[src/rtl/core/assert_macros.svh]
// Assertion macros shared by the decoder modules.
// Needs a clk and an active-low rst_n in the module that uses them.
`ifndef ASSERT_MACROS_SVH
`define ASSERT_MACROS_SVH

// Property checked on every rising edge outside reset.
`define ASSERT_CLK(label, prop, msg) \
    label: assert property (@(posedge clk) disable iff (!rst_n) (prop)) else $error(msg);

// Condition that must never hold outside reset.
`define ASSERT_NEVER(label, cond, msg) \
    label: assert property (@(posedge clk) disable iff (!rst_n) !(cond)) else $error(msg);

`endif

[src/rtl/core/tgapsd_pkg.sv]
// Types and constants for the TGA pixel stream decoder.
// No dependencies.
`timescale 1ns / 1ps
`default_nettype none

package tgapsd_pkg;

    typedef struct packed {
        logic [7:0] data_byte;
        logic       start_of_file;
    } in_item_t;

    typedef struct packed {
        logic [7:0] red;
        logic [7:0] green;
        logic [7:0] blue;
        logic [7:0] alpha;
        logic       has_alpha;
        logic [7:0] repeat_count;
        logic       last_pixel;
        logic       format_error;
    } out_item_t;

    // Classified pixel or error event passed from the parser to the formatter.
    typedef struct packed {
        logic [31:0] pixel;
        logic        is16;
        logic        is32;
        logic [7:0]  count;
        logic        last;
        logic        error;
    } evt_t;

    localparam int unsigned EVT_QUEUE_DEPTH = 2;

endpackage

`default_nettype wire

[src/rtl/core/tgapsd_front.sv]
// Byte parser: header, id skip, pixel gathering, RLE packets, pixel count.
// Depends on tgapsd_pkg and assert_macros.svh.
`timescale 1ns / 1ps
`default_nettype none
`include "assert_macros.svh"

module tgapsd_front (
    input  wire logic                 clk,
    input  wire logic                 rst_n,
    input  wire logic                 accept,
    input  wire tgapsd_pkg::in_item_t item,
    output logic                      evt_push,
    output tgapsd_pkg::evt_t          evt
);
    import tgapsd_pkg::*;

    localparam logic [2:0] PH_HEADER  = 3'd0;
    localparam logic [2:0] PH_SKIP    = 3'd1;
    localparam logic [2:0] PH_RAW     = 3'd2;
    localparam logic [2:0] PH_RLE_HDR = 3'd3;
    localparam logic [2:0] PH_RLE_PIX = 3'd4;
    localparam logic [2:0] PH_DONE    = 3'd5;
    localparam logic [2:0] PH_ERROR   = 3'd6;

    localparam logic [7:0] TYPE_RLE     = 8'd10;
    localparam logic [4:0] OFF_ID_LEN   = 5'd0;
    localparam logic [4:0] OFF_TYPE     = 5'd2;
    localparam logic [4:0] OFF_WIDTH_LO = 5'd12;
    localparam logic [4:0] OFF_WIDTH_HI = 5'd13;
    localparam logic [4:0] OFF_HEIGHT_LO = 5'd14;
    localparam logic [4:0] OFF_HEIGHT_HI = 5'd15;
    localparam logic [4:0] OFF_DEPTH    = 5'd16;
    localparam logic [7:0] DEPTH_16     = 8'd16;
    localparam logic [7:0] DEPTH_24     = 8'd24;
    localparam logic [7:0] DEPTH_32     = 8'd32;
    localparam logic [7:0] RUN_FLAG     = 8'd128;
    localparam logic [7:0] RUN_BIAS     = 8'd127;

    logic [2:0]  phase_reg, phase_next;
    logic [4:0]  header_offset_reg, header_offset_next;
    logic [8:0]  id_skip_left_reg, id_skip_left_next;
    logic        is_rle_reg, is_rle_next;
    logic [15:0] image_width_reg, image_width_next;
    logic [15:0] image_height_reg, image_height_next;
    logic [7:0]  pixel_depth_reg, pixel_depth_next;
    logic [31:0] pixel_bytes_reg, pixel_bytes_next;
    logic [1:0]  byte_in_pixel_reg, byte_in_pixel_next;
    logic [7:0]  packet_left_reg, packet_left_next;
    logic        packet_is_run_reg, packet_is_run_next;
    logic [31:0] pixels_left_reg, pixels_left_next;

    logic [2:0]  phase_cur;
    logic [4:0]  offset_cur;
    logic [7:0]  d;
    logic [2:0]  need;
    logic [31:0] gathered;
    logic        complete;
    logic [7:0]  run_count;
    logic [31:0] pixels_after;

    assign d = item.data_byte;
    assign need = pixel_depth_reg[5:3];

    always_comb
    begin
        gathered = pixel_bytes_reg;
        if (byte_in_pixel_reg == 2'd0)
        begin
            gathered = {24'd0, d};
        end
        else
        begin
            gathered[8*byte_in_pixel_reg +: 8] = d;
        end
        complete = ({1'b0, byte_in_pixel_reg} + 3'd1) >= need;
    end

    always_comb
    begin
        if ({24'd0, packet_left_reg} < pixels_left_reg)
        begin
            run_count = packet_left_reg;
        end
        else
        begin
            run_count = pixels_left_reg[7:0];
        end
    end

    always_comb
    begin
        phase_cur  = item.start_of_file ? PH_HEADER : phase_reg;
        offset_cur = item.start_of_file ? 5'd0 : header_offset_reg;

        phase_next         = phase_cur;
        header_offset_next = offset_cur;
        id_skip_left_next  = id_skip_left_reg;
        is_rle_next        = is_rle_reg;
        image_width_next   = image_width_reg;
        image_height_next  = image_height_reg;
        pixel_depth_next   = pixel_depth_reg;
        pixel_bytes_next   = pixel_bytes_reg;
        byte_in_pixel_next = byte_in_pixel_reg;
        packet_left_next   = packet_left_reg;
        packet_is_run_next = packet_is_run_reg;
        pixels_left_next   = pixels_left_reg;
        pixels_after       = pixels_left_reg;

        evt_push = 1'b0;
        evt      = '0;
        evt.is16 = (pixel_depth_reg == DEPTH_16);
        evt.is32 = (pixel_depth_reg == DEPTH_32);

        unique case (phase_cur)
            PH_HEADER:
            begin
                unique case (offset_cur)
                    OFF_ID_LEN:    id_skip_left_next = {1'b0, d} + 9'd1;
                    OFF_TYPE:      is_rle_next = (d == TYPE_RLE);
                    OFF_WIDTH_LO:  image_width_next = {8'd0, d};
                    OFF_WIDTH_HI:  image_width_next = {d, image_width_reg[7:0]};
                    OFF_HEIGHT_LO: image_height_next = {8'd0, d};
                    OFF_HEIGHT_HI: image_height_next = {d, image_height_reg[7:0]};
                    default: ;
                endcase
                if (offset_cur < OFF_DEPTH)
                begin
                    header_offset_next = offset_cur + 5'd1;
                end
                else
                begin
                    pixel_depth_next   = d;
                    byte_in_pixel_next = 2'd0;
                    packet_left_next   = 8'd0;
                    packet_is_run_next = 1'b0;
                    pixels_left_next   = {16'd0, image_width_reg} * {16'd0, image_height_reg};
                    if (d == DEPTH_24 || d == DEPTH_32 || (!is_rle_reg && d == DEPTH_16))
                    begin
                        phase_next = PH_SKIP;
                    end
                    else
                    begin
                        phase_next = PH_ERROR;
                        evt_push   = 1'b1;
                        evt        = '0;
                        evt.error  = 1'b1;
                    end
                end
            end
            PH_SKIP:
            begin
                if (id_skip_left_reg != 9'd0)
                begin
                    id_skip_left_next = id_skip_left_reg - 9'd1;
                end
                if (id_skip_left_next == 9'd0)
                begin
                    if (pixels_left_reg == 32'd0)
                    begin
                        phase_next = PH_DONE;
                    end
                    else
                    begin
                        phase_next = is_rle_reg ? PH_RLE_HDR : PH_RAW;
                    end
                end
            end
            PH_RAW:
            begin
                pixel_bytes_next   = gathered;
                byte_in_pixel_next = complete ? 2'd0 : byte_in_pixel_reg + 2'd1;
                if (complete)
                begin
                    pixels_after     = pixels_left_reg - 32'd1;
                    pixels_left_next = pixels_after;
                    evt_push         = 1'b1;
                    evt.pixel        = gathered;
                    evt.count        = 8'd1;
                    evt.last         = (pixels_after == 32'd0);
                    if (pixels_after == 32'd0)
                    begin
                        phase_next = PH_DONE;
                    end
                end
            end
            PH_RLE_HDR:
            begin
                if (d < RUN_FLAG)
                begin
                    packet_is_run_next = 1'b0;
                    packet_left_next   = d + 8'd1;
                end
                else
                begin
                    packet_is_run_next = 1'b1;
                    packet_left_next   = d - RUN_BIAS;
                end
                byte_in_pixel_next = 2'd0;
                phase_next         = PH_RLE_PIX;
            end
            PH_RLE_PIX:
            begin
                pixel_bytes_next   = gathered;
                byte_in_pixel_next = complete ? 2'd0 : byte_in_pixel_reg + 2'd1;
                if (complete)
                begin
                    if (packet_is_run_reg)
                    begin
                        evt.count        = run_count;
                        packet_left_next = 8'd0;
                    end
                    else
                    begin
                        evt.count        = 8'd1;
                        packet_left_next = (packet_left_reg != 8'd0) ?
                                           packet_left_reg - 8'd1 : 8'd0;
                    end
                    pixels_after     = pixels_left_reg - {24'd0, evt.count};
                    pixels_left_next = pixels_after;
                    evt_push         = 1'b1;
                    evt.pixel        = gathered;
                    evt.last         = (pixels_after == 32'd0);
                    if (pixels_after == 32'd0)
                    begin
                        phase_next = PH_DONE;
                    end
                    else if (packet_left_next == 8'd0)
                    begin
                        phase_next = PH_RLE_HDR;
                    end
                end
            end
            default: ;
        endcase

        if (!accept)
        begin
            evt_push = 1'b0;
        end
    end

    always_ff @(posedge clk or negedge rst_n)
    begin
        if (!rst_n)
        begin
            phase_reg         <= PH_HEADER;
            header_offset_reg <= 5'd0;
            id_skip_left_reg  <= 9'd0;
            is_rle_reg        <= 1'b0;
            image_width_reg   <= 16'd0;
            image_height_reg  <= 16'd0;
            pixel_depth_reg   <= 8'd0;
            pixel_bytes_reg   <= 32'd0;
            byte_in_pixel_reg <= 2'd0;
            packet_left_reg   <= 8'd0;
            packet_is_run_reg <= 1'b0;
            pixels_left_reg   <= 32'd0;
        end
        else if (accept)
        begin
            phase_reg         <= phase_next;
            header_offset_reg <= header_offset_next;
            id_skip_left_reg  <= id_skip_left_next;
            is_rle_reg        <= is_rle_next;
            image_width_reg   <= image_width_next;
            image_height_reg  <= image_height_next;
            pixel_depth_reg   <= pixel_depth_next;
            pixel_bytes_reg   <= pixel_bytes_next;
            byte_in_pixel_reg <= byte_in_pixel_next;
            packet_left_reg   <= packet_left_next;
            packet_is_run_reg <= packet_is_run_next;
            pixels_left_reg   <= pixels_left_next;
        end
    end

    `ASSERT_NEVER(a_pix_count_zero, evt_push && !evt.error && evt.count == 8'd0, "pixel with zero count")
    `ASSERT_NEVER(a_pix_count_big, evt_push && evt.count > RUN_FLAG, "repeat count above 128")
    `ASSERT_CLK(a_last_done, evt_push && evt.last |=> phase_reg == PH_DONE, "image end not closed")

endmodule

`default_nettype wire

[src/rtl/core/tgapsd_queue.sv]
// Two-entry event queue between parser and formatter.
// Depends on tgapsd_pkg and assert_macros.svh.
`timescale 1ns / 1ps
`default_nettype none
`include "assert_macros.svh"

module tgapsd_queue (
    input  wire logic             clk,
    input  wire logic             rst_n,
    input  wire logic             wr_en,
    input  wire tgapsd_pkg::evt_t wr_data,
    output logic                  q_full,
    input  wire logic             rd_en,
    output tgapsd_pkg::evt_t      rd_data,
    output logic                  q_empty
);
    import tgapsd_pkg::*;

    localparam int unsigned PtrW = $clog2(EVT_QUEUE_DEPTH);
    localparam int unsigned CntW = $clog2(EVT_QUEUE_DEPTH + 1);

    evt_t            slot_reg [EVT_QUEUE_DEPTH];
    logic [PtrW-1:0] wr_ptr_reg, rd_ptr_reg;
    logic [CntW-1:0] count_reg, count_next;

    assign q_full  = (count_reg == CntW'(EVT_QUEUE_DEPTH));
    assign q_empty = (count_reg == '0);
    assign rd_data = slot_reg[rd_ptr_reg];

    always_comb
    begin
        count_next = count_reg;
        if (wr_en && !(rd_en && !q_empty))
        begin
            count_next = count_reg + 1'b1;
        end
        else if (!wr_en && rd_en && !q_empty)
        begin
            count_next = count_reg - 1'b1;
        end
    end

    always_ff @(posedge clk)
    begin
        if (wr_en)
        begin
            slot_reg[wr_ptr_reg] <= wr_data;
        end
    end

    always_ff @(posedge clk or negedge rst_n)
    begin
        if (!rst_n)
        begin
            wr_ptr_reg <= '0;
            rd_ptr_reg <= '0;
            count_reg  <= '0;
        end
        else
        begin
            if (wr_en)
            begin
                wr_ptr_reg <= (wr_ptr_reg == PtrW'(EVT_QUEUE_DEPTH - 1)) ? '0 : wr_ptr_reg + 1'b1;
            end
            if (rd_en && !q_empty)
            begin
                rd_ptr_reg <= (rd_ptr_reg == PtrW'(EVT_QUEUE_DEPTH - 1)) ? '0 : rd_ptr_reg + 1'b1;
            end
            count_reg <= count_next;
        end
    end

    `ASSERT_NEVER(a_q_overflow, wr_en && q_full, "write into full event queue")
    `ASSERT_NEVER(a_q_count, count_reg > CntW'(EVT_QUEUE_DEPTH), "queue count out of range")

endmodule

`default_nettype wire

[src/rtl/core/tgapsd_back.sv]
// Formatter: turns queued events into RGBA results held in the output register.
// Depends on tgapsd_pkg.
`timescale 1ns / 1ps
`default_nettype none

module tgapsd_back (
    input  wire logic              clk,
    input  wire logic              rst_n,
    input  wire logic              q_empty,
    input  wire tgapsd_pkg::evt_t  q_data,
    output logic                   q_pop,
    input  wire logic              pop,
    output logic                   empty,
    output tgapsd_pkg::out_item_t  result
);
    import tgapsd_pkg::*;

    logic      valid_reg;
    out_item_t result_reg, result_next;

    assign empty  = !valid_reg;
    assign result = result_reg;
    assign q_pop  = !q_empty && (!valid_reg || pop);

    always_comb
    begin
        result_next = '0;
        if (q_data.is16)
        begin
            result_next.blue  = {q_data.pixel[4:0], 3'b000};
            result_next.green = {q_data.pixel[9:5], 3'b000};
            result_next.red   = {q_data.pixel[14:10], 3'b000};
        end
        else
        begin
            result_next.blue  = q_data.pixel[7:0];
            result_next.green = q_data.pixel[15:8];
            result_next.red   = q_data.pixel[23:16];
            result_next.alpha = q_data.is32 ? q_data.pixel[31:24] : 8'd0;
        end
        result_next.has_alpha    = q_data.is32;
        result_next.repeat_count = q_data.count;
        result_next.last_pixel   = q_data.last;
        result_next.format_error = q_data.error;
    end

    always_ff @(posedge clk)
    begin
        if (q_pop)
        begin
            result_reg <= result_next;
        end
    end

    always_ff @(posedge clk or negedge rst_n)
    begin
        if (!rst_n)
        begin
            valid_reg <= 1'b0;
        end
        else if (q_pop)
        begin
            valid_reg <= 1'b1;
        end
        else if (pop)
        begin
            valid_reg <= 1'b0;
        end
    end

endmodule

`default_nettype wire

[src/rtl/core/tga_pixel_stream_decoder.sv]
// Top level of the TGA pixel stream decoder: parser, event queue, formatter.
// Depends on tgapsd_pkg, tgapsd_front, tgapsd_queue and tgapsd_back.
`timescale 1ns / 1ps
`default_nettype none

// Takes a TGA file one byte per cycle while full is low and gives decoded
// RGBA pixels. The parser handles each byte in the cycle it is accepted;
// full rises only when the two-entry event queue and the output register
// are both occupied because results are not being popped. A completed pixel
// goes through the event queue and then the output register. An RLE run
// packet comes out as one result with repeat_count set; raw pixels have a
// count of one. An unsupported depth gives a single result with format_error
// set, after which bytes are ignored until start_of_file.
module tga_pixel_stream_decoder (
    input  wire logic                  clk,
    input  wire logic                  rst_n,
    input  wire logic                  push,
    output logic                       full,
    input  wire tgapsd_pkg::in_item_t  item,
    output logic                       empty,
    input  wire logic                  pop,
    output tgapsd_pkg::out_item_t      result
);
    import tgapsd_pkg::*;

    logic accept;
    logic evt_push;
    evt_t evt;
    logic q_empty;
    logic q_pop;
    evt_t q_data;

    assign accept = push && !full;

    tgapsd_front u_front (
        .clk      (clk),
        .rst_n    (rst_n),
        .accept   (accept),
        .item     (item),
        .evt_push (evt_push),
        .evt      (evt)
    );

    tgapsd_queue u_queue (
        .clk     (clk),
        .rst_n   (rst_n),
        .wr_en   (evt_push),
        .wr_data (evt),
        .q_full  (full),
        .rd_en   (q_pop),
        .rd_data (q_data),
        .q_empty (q_empty)
    );

    tgapsd_back u_back (
        .clk     (clk),
        .rst_n   (rst_n),
        .q_empty (q_empty),
        .q_data  (q_data),
        .q_pop   (q_pop),
        .pop     (pop),
        .empty   (empty),
        .result  (result)
    );

endmodule

`default_nettype wire

[config.mk]
export PLATFORM = sky130hd
export DESIGN_NAME = tga_pixel_stream_decoder
export DESIGN_NICKNAME = d
export VERILOG_FILES = /design/src/rtl/core/tgapsd_pkg.sv /design/src/rtl/core/tgapsd_front.sv /design/src/rtl/core/tgapsd_queue.sv /design/src/rtl/core/tgapsd_back.sv /design/src/rtl/core/tga_pixel_stream_decoder.sv
export VERILOG_INCLUDE_DIRS = /design/src /design/src/rtl/core
export SDC_FILE = /design/constraint.sdc
export NUM_CORES = 1
export LEC_CHECK = 0
export BUFFER_PORTS_ARGS = -buffer_cell sky130_fd_sc_hd__buf_2
export CELL_PAD_IN_SITES_DETAIL_PLACEMENT = 2
export CELL_PAD_IN_SITES_GLOBAL_PLACEMENT = 2
export CORE_ASPECT_RATIO = 1.2
export CORE_MARGIN = 2
export CORE_UTILIZATION = 45
export CTS_CLUSTER_SIZE = 8
export DETAILED_ROUTE_END_ITERATION = 12
export MAX_ROUTING_LAYER = met4
export PLACE_DENSITY = 0.88
export SLEW_MARGIN = 5
export SYNTH_ARGS = -nofsm -noshare
export SYNTH_HDL_FRONTEND = slang
export SYNTH_SLANG_ARGS = --single-unit
[constraint.sdc]
create_clock -name clk -period 15.75 [get_ports clk]
set_clock_uncertainty 0.1 [all_clocks]
set_input_delay 0 -clock clk [delete_from_list [all_inputs] [get_ports clk]]
set_output_delay 0 -clock clk [all_outputs]
set_load 0.02 [all_outputs]
-- Yosys cells after proc, flatten, opt, wreduce, memory -nomap -nowiden
Memory sizes are Yosys's and may differ from the RTL's.
Index checks and enable logic that the tools add are counted.
- bitwise gates (word level): 4
- $add $sub $neg: 15
- shift-type cells: 2
- reductions and logical operators: 50
- magnitude comparators: 4
- $mul: 1
- mux-type cells: 68
- equal/unequal tests: 20
- operators with widths (kind ; count):
    32-bit two-way mux ; 5
    32-bit zero test ; 3
    32-bit one-hot mux with 3 select lines ; 1
    8-bit two-way mux ; 11
    16-bit one-hot mux with 2 select lines ; 2
    32-bit one-hot mux with 2 select lines ; 1
    44-bit two-way mux ; 1
    9-bit two-way mux ; 4
    5-bit negator with 34-bit output ; 1
    8-bit by 34-bit variable shift with 32-bit output (first input constant) ; 1
    8-bit by 34-bit indexed part select with 32-bit output ; 1
    32-bit bitwise mux ; 1
    8-bit by 32-bit less-than comparator with 1-bit output ; 1
    16-bit by 16-bit multiplier with 32-bit output ; 1
    32-bit by 1-bit subtractor with 32-bit output (second input constant) ; 1
    32-bit by 8-bit subtractor with 32-bit output ; 1
    3-bit two-way mux ; 10
    9-bit one-hot mux with 3 select lines ; 1
    8-bit by 5-bit == test with 1-bit output (second input constant) ; 3
    24-bit two-way mux ; 1
    8-bit one-hot mux with 3 select lines ; 1
    3-bit AND reduction ; 7
    5-bit by 4-bit == test with 1-bit output (second input constant) ; 4
    9-bit one-hot mux with 2 select lines ; 1
    46 further kinds ; 100
- output and inout port bits: 45
- memories: 1
- bits in writable memories: 88
- register bits after elaboration: 181
- memories (name ; words ; bits a word ; read ports ; clocked after Yosys merged registers in ; wr ports ; RTL line ; text):
    u_queue.slot_reg ; 2 ; 44 ; 1 ; 0 ; 1 ; tgapsd_queue.sv:22 ; evt_t slot_reg [EVT_QUEUE_DEPTH];

-- Logic depth before layout (Yosys ltp)
Gate-level depths: netlist of the first run.
- depth after elaboration: 12
- mapped depth: 23
- depth with buffers taken out: 22

-- Hierarchy
Synthesis of the first run repeated with hierarchy kept, for this count alone.
- cells, all modules: 2433
- area total of the unflattened synthesis: 23555.1 um^2
- by module, submodules not included (module ; times used ; cells each ; area each (um^2)):
    tgapsd_front ; 1 ; 2191 ; 18262.5
    tgapsd_queue ; 1 ; 157 ; 3577.2
    tgapsd_back ; 1 ; 84 ; 1701.6
    tga_pixel_stream_decoder ; 1 ; 1 ; 13.8

-- Worst setup path before layout of the first run
Ideal clock, no wire load.
- kind: flip-flop to flip-flop
- start point: register u_front.image_height_reg[6]
- end point: register u_front.pixels_left_reg[24]
- path slack: 9625 ps
- data required time: 15516 ps
- stages on the path, launching flop included: 21
- setup time: 134 ps
- path buffers: 1
- data arrival time: 5890 ps
- cells stage by stage: dfrtp_1 clkbuf_1 nand2_1 fa_1 inv_1 fa_1 fa_1 fa_1 inv_1 fa_1 inv_1 fa_1 ha_1 a21o_1 o21ai_0 o211ai_1 o2111a_1 o41ai_1 o21ai_0 a211oi_1 o22ai_1
- cells in the longest elaborated chain, start to end: 3
- ends and longest elaborated chain (item ; RTL line ; text):
    start: declaration ; tgapsd_front.sv:44 ; logic [15:0] image_height_reg, image_height_next;
    start signal: assignment ; tgapsd_front.sv:266 ; image_height_reg <= image_height_next;
    16-bit by 16-bit multiplier with 32-bit output ; tgapsd_front.sv:136 ; pixels_left_next = {16'd0, image_width_reg} * {16'd0, image_height_reg};
    32-bit two-way mux ; tgapsd_front.sv:126 ; if (offset_cur < OFF_DEPTH)
    32-bit one-hot mux with 3 select lines ; tgapsd_front.sv:114 ; unique case (phase_cur)
    end signal: assignment ; tgapsd_front.sv:272 ; pixels_left_reg <= pixels_left_next;
    end: declaration ; tgapsd_front.sv:50 ; logic [31:0] pixels_left_reg, pixels_left_next;
Every way passes these cells. The select of a mux whose other input is x is not followed.
A chain may end at the register's enable or synchronous reset.

-- Worst setup path after layout of the first run
- start point: register u_front.image_height_reg[7]
- end point: register u_front.pixels_left_reg[26]
The elaborated chain is that of the path after synthesis.

==> results of run 1 <==
## power by group
part	internal, W	switching [W]	leakage (nW)	total, W
combinational	0.000529	0.00125	7.61	0.00178
sequential	0.000968	0.000240	3.04	0.00121
clock	0.000510	0.000367	0.568	0.000877
total	0.00201	0.00185	11.2	0.00386
## metal layers
metal	routed length, um	up-vias	part of all wire (%)	global-route usage [%]
met5	0	-	0	-
met4	7936	0	8.1	27.16
met3	5141	508	5.2	5.529
met2	50700	1022	51	67.76
met1	34770	10390	35	41.24
li1	-	8177	-	-
## layout make-up
| type | count | share of cell area, % |
|---|---|---|
| timing repair buffer | 85 | 2.122 |
| antenna | 1 | 0.01008 |
| clock buffer | 65 | 4.450 |
| clock inverter | 4 | 0.3427 |
| sequential | 269 | 29.76 |
| inverter | 254 | 3.841 |
| tap | 644 | 3.246 |
| multi-input combinational | 1742 | 56.23 |
## cells by family (layout without fill, tap and decap cells)
group                    Yosys count  count (layout)  share of synthesized area, %
AO/OA/AOI/OAI                    500             500                         13.74
flip-flops                       269             269                         32.43
AND/OR/NAND/NOR                  773             773                         16.74
multiplexers                      81              81                         3.779
XOR/XNOR                          54              54                         2.109
other                              0               1                             0
buffers and inverters            386             408                         6.422
adder cells (fa/ha/maj)          334             334                         24.77
## per-stage QoR
step	hold WS, ns	cell area [um^2]	total power (W)	instances	setup WS, ns
after floorplan	-0.3956	22780	0.002202	2397	9.625
final	-0.02418	24830	0.003862	3064	8.269
after global routing	0.04144	24830	0.004001	3064	8.039
after CTS	0.0006868	24820	0.003763	3063	8.404
after detailed placement	0.03139	23530	0.002802	2984	8.721
after global placement	0.02524	23530	0.002631	2984	9.033
## path summary, 6_finish.rpt
kind                                                   from                      endpoint  slack (ns)  depth (start not counted)
worst max-delay path            u_front.image_height_reg[7]   u_front.pixels_left_reg[26]        8.27                         18
worst min-delay path                                  rst_n   u_front.pixels_left_reg[22]       -0.02                          2
worst max register to register  u_front.image_height_reg[7]   u_front.pixels_left_reg[26]        8.27                         18
worst min register to register  u_front.pixel_bytes_reg[23]   u_front.pixel_bytes_reg[23]        0.41                          2
max in group asynchronous                             rst_n   u_front.image_width_reg[12]       14.03                          3
min in group clk                                    item[5]  u_front.image_height_reg[12]        0.05                          2
## layout by cell type, fill, tap and decap left out, types with 51 or more instances in the layout
| cell | n |
|---|---|
| nand2_1 | 271 |
| inv_1 | 254 |
| fa_1 | 195 |
| a21oi_1 | 146 |
| ha_1 | 139 |
| dfrtp_1 | 137 |
| nor2_1 | 134 |
| o21ai_0 | 132 |
| edfxtp_1 | 131 |
| and2_1 | 100 |
| buf_2 | 56 |
| nor3_1 | 51 |
## critical path, stage by stage, from the launching register on
cell and delay (ns):
dfrtp_1 0.94, nand2_1 0.22, fa_1 0.64, inv_1 0.10, fa_1 0.50, ha_1 0.34
fa_1 0.54, inv_1 0.11, fa_1 0.63, inv_1 0.12, fa_1 0.57, ha_1 0.43
nand3_1 0.20, nor4_1 0.69, o211ai_1 0.24, a21oi_1 0.33, a211oi_1 0.11, a2111oi_0 0.41
o22ai_1 0.14
==> flow_metrics.env, run 1 <==
export IMPL_status="finished, violations left"
export IMPL_violations="negative hold slack"
export IMPL_synth_top_area_share_pct=17.27
export IMPL_die_w_um=209.4
export IMPL_grt_overflow=0
export IMPL_ant_nets=0
export IMPL_drive_gt1_share_pct=8.020
export IMPL_syn_avg_cell_area_um2=9.502
export IMPL_powerDensity_mw_per_mm2=155.6
export IMPL_synth_top_cell_by_area="edfxtp_1"
export IMPL_min_period_ns=7.481
export IMPL_synthToLayoutAreaGrowth_pct=8.993
export IMPL_synthCells=2397
export IMPL_root_buffer="clkbuf_16"
export IMPL_wl_per_cell_um=32.16
export IMPL_cts_tree="done"
export IMPL_rows=90
export IMPL_finalSetupTns_ns=0
export IMPL_die_y_um=250.5
export IMPL_drc_errors=0
export IMPL_clock_latency_ns=0.56
export IMPL_postCtsHoldBufs=10
export IMPL_whs_ns=-0.02418
export IMPL_drv_cap=0
export IMPL_fmax_mhz=133.7
export IMPL_vias_per_cell=6.559
export IMPL_cts_buffer_depth=3
export IMPL_drv_slew=0
export IMPL_grt_max_degree=80
export IMPL_crit_fanout=17
export IMPL_crit_path_start_kind="flop"
export IMPL_finish_utilization_pct=49.54
export IMPL_ys_ff_latch=269
export IMPL_largest_reg_flops=88
export IMPL_grt_pass1_vias=23190
export IMPL_vias=20100
export IMPL_io_pins=58
export IMPL_setup_viol=0
export IMPL_end_kind="flop"
export IMPL_syn_area_mm2=0.02278
export IMPL_p_leak_nw=11.22
export IMPL_routed_wl_um=98550
export IMPL_die_area_mm2=0.05244
export IMPL_finalNetCount=2739
export IMPL_clkSinkCount=269
export IMPL_synth_top_cells_by_area="edfxtp_1, fa_1, dfrtp_1"
export IMPL_critPathKind="reg2reg"
export IMPL_grt_usage_pct=39.12
export IMPL_syn_nets=2744
export IMPL_peakVddDrop_uv=127.5
export IMPL_rsz0062_at_grt="no"
export IMPL_fin_crit_sh_pct=47.50
export IMPL_yosysMostFrequentCell="nand2_1"
export IMPL_required_ns=16.06
export IMPL_ys_seq_area_share_pct=32.43
export IMPL_coreArea_mm2=0.05011
export IMPL_dp_hpwl_um=64390
export IMPL_crit_arrival_ns=7.80
export IMPL_ys_types=80
export IMPL_seq_area_mm2=0.007388
export IMPL_tightest_slew_ns=1.317
export IMPL_dr_pass1_iters=5
export IMPL_cts_buffers=40
export IMPL_async_reset_ff_share_pct=51.30
export IMPL_h_tree_depth=2
export IMPL_hold_viol_final=3
export IMPL_grt_pass1_wl_um=149100
export IMPL_yosysWarnings=0
export IMPL_maxSlewHeadroom_pct=12.19
export IMPL_gp_congestion=0.8886
export IMPL_clkTransAtPathRegs_ns=0.06
export IMPL_hp_class="in2async"
export IMPL_synth_edf_count=131
export IMPL_numPortBuffers=57
export IMPL_antenna_found_initial=3
export IMPL_post_cts_resized=0
export IMPL_initial_core_util_pct=45.45
export IMPL_multi_input_area_mm2=0.01396
export IMPL_ys_flop_type="dfrtp_1"
export IMPL_nFillCells=5141
export IMPL_drt_iter0_markers=1753
export IMPL_post_cts_buffers=0
export IMPL_synth_commonest_cells="nand2_1, inv_1, fa_1"
Power figures use the tool's default switching activity.
==> run 2, diff against run 1 <==
- CORE_UTILIZATION: 45 -> 42
- PLACE_DENSITY: 0.88 -> 0.83
- clock period: 15.75 -> 7.4 ns (I/O delays scaled with it)
==> flow_metrics.env, run 2 (synthesis results as in run 1) <==
export IMPL_max_stage_delay_ns=0.78
export IMPL_powerDensity_mw_per_mm2=313.3
export IMPL_path_cells="nand2_1 -> fa_1 -> inv_1 -> fa_1 -> fa_1 -> fa_1 -> inv_1 -> fa_1 -> inv_1 -> fa_1 -> ha_1 -> a21o_1 -> o21ai_0 -> o211ai_1 -> o2111a_1 -> o41ai_1 -> o21ai_0 -> a211oi_1 -> o22ai_1"
export IMPL_tightest_slew_ns=1.173
export IMPL_p_int_w=0.004276
export IMPL_drv_slew=0
export IMPL_gp_congestion=0.9000
export IMPL_combPwrFrac_pct=45.4
export IMPL_grt_usage_pct=31.25
export IMPL_crit_path_frequent_cell="fa_1"
export IMPL_dr_pass1_iters=5
export IMPL_crit_fanout=17
export IMPL_finalSetupTns_ns=0
export IMPL_top_usage_layer="met2"
export IMPL_hp_class="in2async"
export IMPL_slowest_stage="dfrtp_1"
export IMPL_die_w_um=216.6
export IMPL_grt_pass1_vias=22080
export IMPL_io_pins=58
export IMPL_fmax_mhz=142.8
export IMPL_grt_max_degree=80
export IMPL_initial_core_util_pct=42.46
export IMPL_crit_path_start_kind="flop"
export IMPL_clkSinkCount=269
export IMPL_p_switching_w=0.003563
export IMPL_violations="negative hold slack"
export IMPL_final_common_cell="nand2_1"
export IMPL_grt_util_met3_pct=3.081
export IMPL_cts_tree="done"
export IMPL_antenna_found_initial=0
export IMPL_status="finished, violations left"
export IMPL_end_kind="flop"
export IMPL_report_power_total_w=0.007839
export IMPL_drc_errors=0
export IMPL_die_y_um=259.1
export IMPL_dp_hpwl_um=60070
export IMPL_routed_wl_um=83860
export IMPL_coreArea_mm2=0.05364
export IMPL_ant_nets=0
export IMPL_p_leak_nw=11.27
export IMPL_power_frac_clock_pct=22.7
export IMPL_clock_latency_ns=0.57
export IMPL_antennaDiodeCount=0
export IMPL_rsz0062_at_grt="no"
export IMPL_peakVddDrop_uv=379.8
export IMPL_setup_viol=0
export IMPL_numPortBuffers=57
export IMPL_wl_per_cell_um=26.67
export IMPL_min_period_ns=7.004
export IMPL_design_area_mm2=0.02502
export IMPL_reg2reg_depth=19
export IMPL_final_cell_mix="nand2_1, inv_1, fa_1, a21oi_1, ha_1"
export IMPL_switching_share_pct=45.45
export IMPL_placed_cell_area_mm2=0.02370
export IMPL_rrSetupSlack_ns=0.40
export IMPL_cts_buffers=40
export IMPL_whs_ns=-0.04381
export IMPL_r2r_end="u_front.pixels_left_reg[24]"
export IMPL_vias=18910
export IMPL_gr_usage_met1_pct=33.15
export IMPL_root_buffer="clkbuf_16"
export IMPL_synthToLayoutAreaGrowth_pct=9.849
export IMPL_fin_crit_sh_pct=94.65
export IMPL_vias_per_cell=6.015
export IMPL_r2r_start="u_front.image_width_reg[9]"
export IMPL_die_area_mm2=0.05612
export IMPL_crit_arrival_ns=7.33
export IMPL_drt_iter0_markers=1042
export IMPL_cts_buffer_depth=3
export IMPL_p_seq_share_pct=31.9
export IMPL_met2_usage_pct=57.05
export IMPL_drive_gt1_share_pct=8.758
export IMPL_clkTransAtPathRegs_ns=0.06
export IMPL_drv_cap=0
export IMPL_grt_overflow=0
export IMPL_h_tree_depth=2
export IMPL_grt_pass1_wl_um=130900
export IMPL_hold_viol_final=12
export IMPL_required_ns=7.72
export IMPL_largest_reg_flops=88
export IMPL_finalNetCount=2753
export IMPL_critPathKind="reg2reg"
export IMPL_rows=93
export IMPL_maxSlewHeadroom_pct=21.80
==> run 2: cell count changes in the layout (fill, tap and decap cells not counted), sizes merged <==
cell | before | now
bufinv | 2 | 1
buf | 75 | 86
diode | 1 | 0
dlygate4sd3 | 10 | 13
==> run 2: worst max-delay path: cells and delay by family (launching register included) <==
| family | cells | cell delay (ns) |
|---|---|---|
| compound gates | 8 | 2.04 |
| simple gates | 1 | 0.20 |
| buf+inv | 3 | 0.20 |
| flops | 1 | 0.78 |
| fa+ha+maj | 7 | 3.55 |
==> run 2: repair_timing <==
item,CTS,global route
endpoints found under the hold margin,124,0
hold buffers,13,0
resized for setup,0,8
setup buffers,0,0
endpoints found under the setup margin,0,1
==> run 2: layout make-up <==
class	instances	area [um^2]
clock inverters	3	55.05
repair buffers	99	639.4
flip-flops and latches	269	7397
inverters	254	953.4
multi-input cells	1742	13960
clock buffers	65	1125
well taps	712	890.9
fillers	5675	28620
==> run 2: power by group through the flow <==
stage / registers, W / logic [W] / clock network [W]
global route: 0.00254 / 0.00387 / 0.00185
floorplan: 0.00241 / 0.00227 / 0
global placement: 0.00244 / 0.00319 / 0
CTS: 0.00248 / 0.00352 / 0.00181
detailed placement: 0.00249 / 0.00341 / 0
finish: 0.00250 / 0.00356 / 0.00178
==> run 2: layer usage <==
layer	wire length (um)	part of all wire [%]	up-vias
met3	3026	3.6	282
li1	-	-	8198
met5	0	0	-
met2	45100	54	572
met1	30820	37	9858
met4	4910	5.9	0
==> run 2: metrics by stage <==
stage | setup slack, ns | instances | utilization, %
after floorplan | 1.275 | 2397 | -
after global placement | 0.7198 | 3063 | 44.17
after detailed placement | 0.2613 | 3063 | 44.17
after CTS | 0.2703 | 3144 | 46.61
after global routing | 0.05063 | 3144 | 46.64
final | 0.3960 | 3144 | 46.64
==> run 2: worst max-delay path by stage <==
stage / end / depth (start not counted) / start
2_1_floorplan: u_front.pixels_left_reg[24] / 20 / u_front.image_height_reg[6]
4_1_cts: u_front.pixels_left_reg[26] / 18 / u_front.image_width_reg[6]
6_report: u_front.pixels_left_reg[24] / 19 / u_front.image_width_reg[9]
5_1_grt: u_front.pixels_left_reg[26] / 19 / u_front.image_width_reg[0]
3_3_place_gp: u_front.pixels_left_reg[26] / 18 / u_front.image_width_reg[6]
3_5_place_dp: u_front.pixels_left_reg[26] / 18 / u_front.image_width_reg[6]
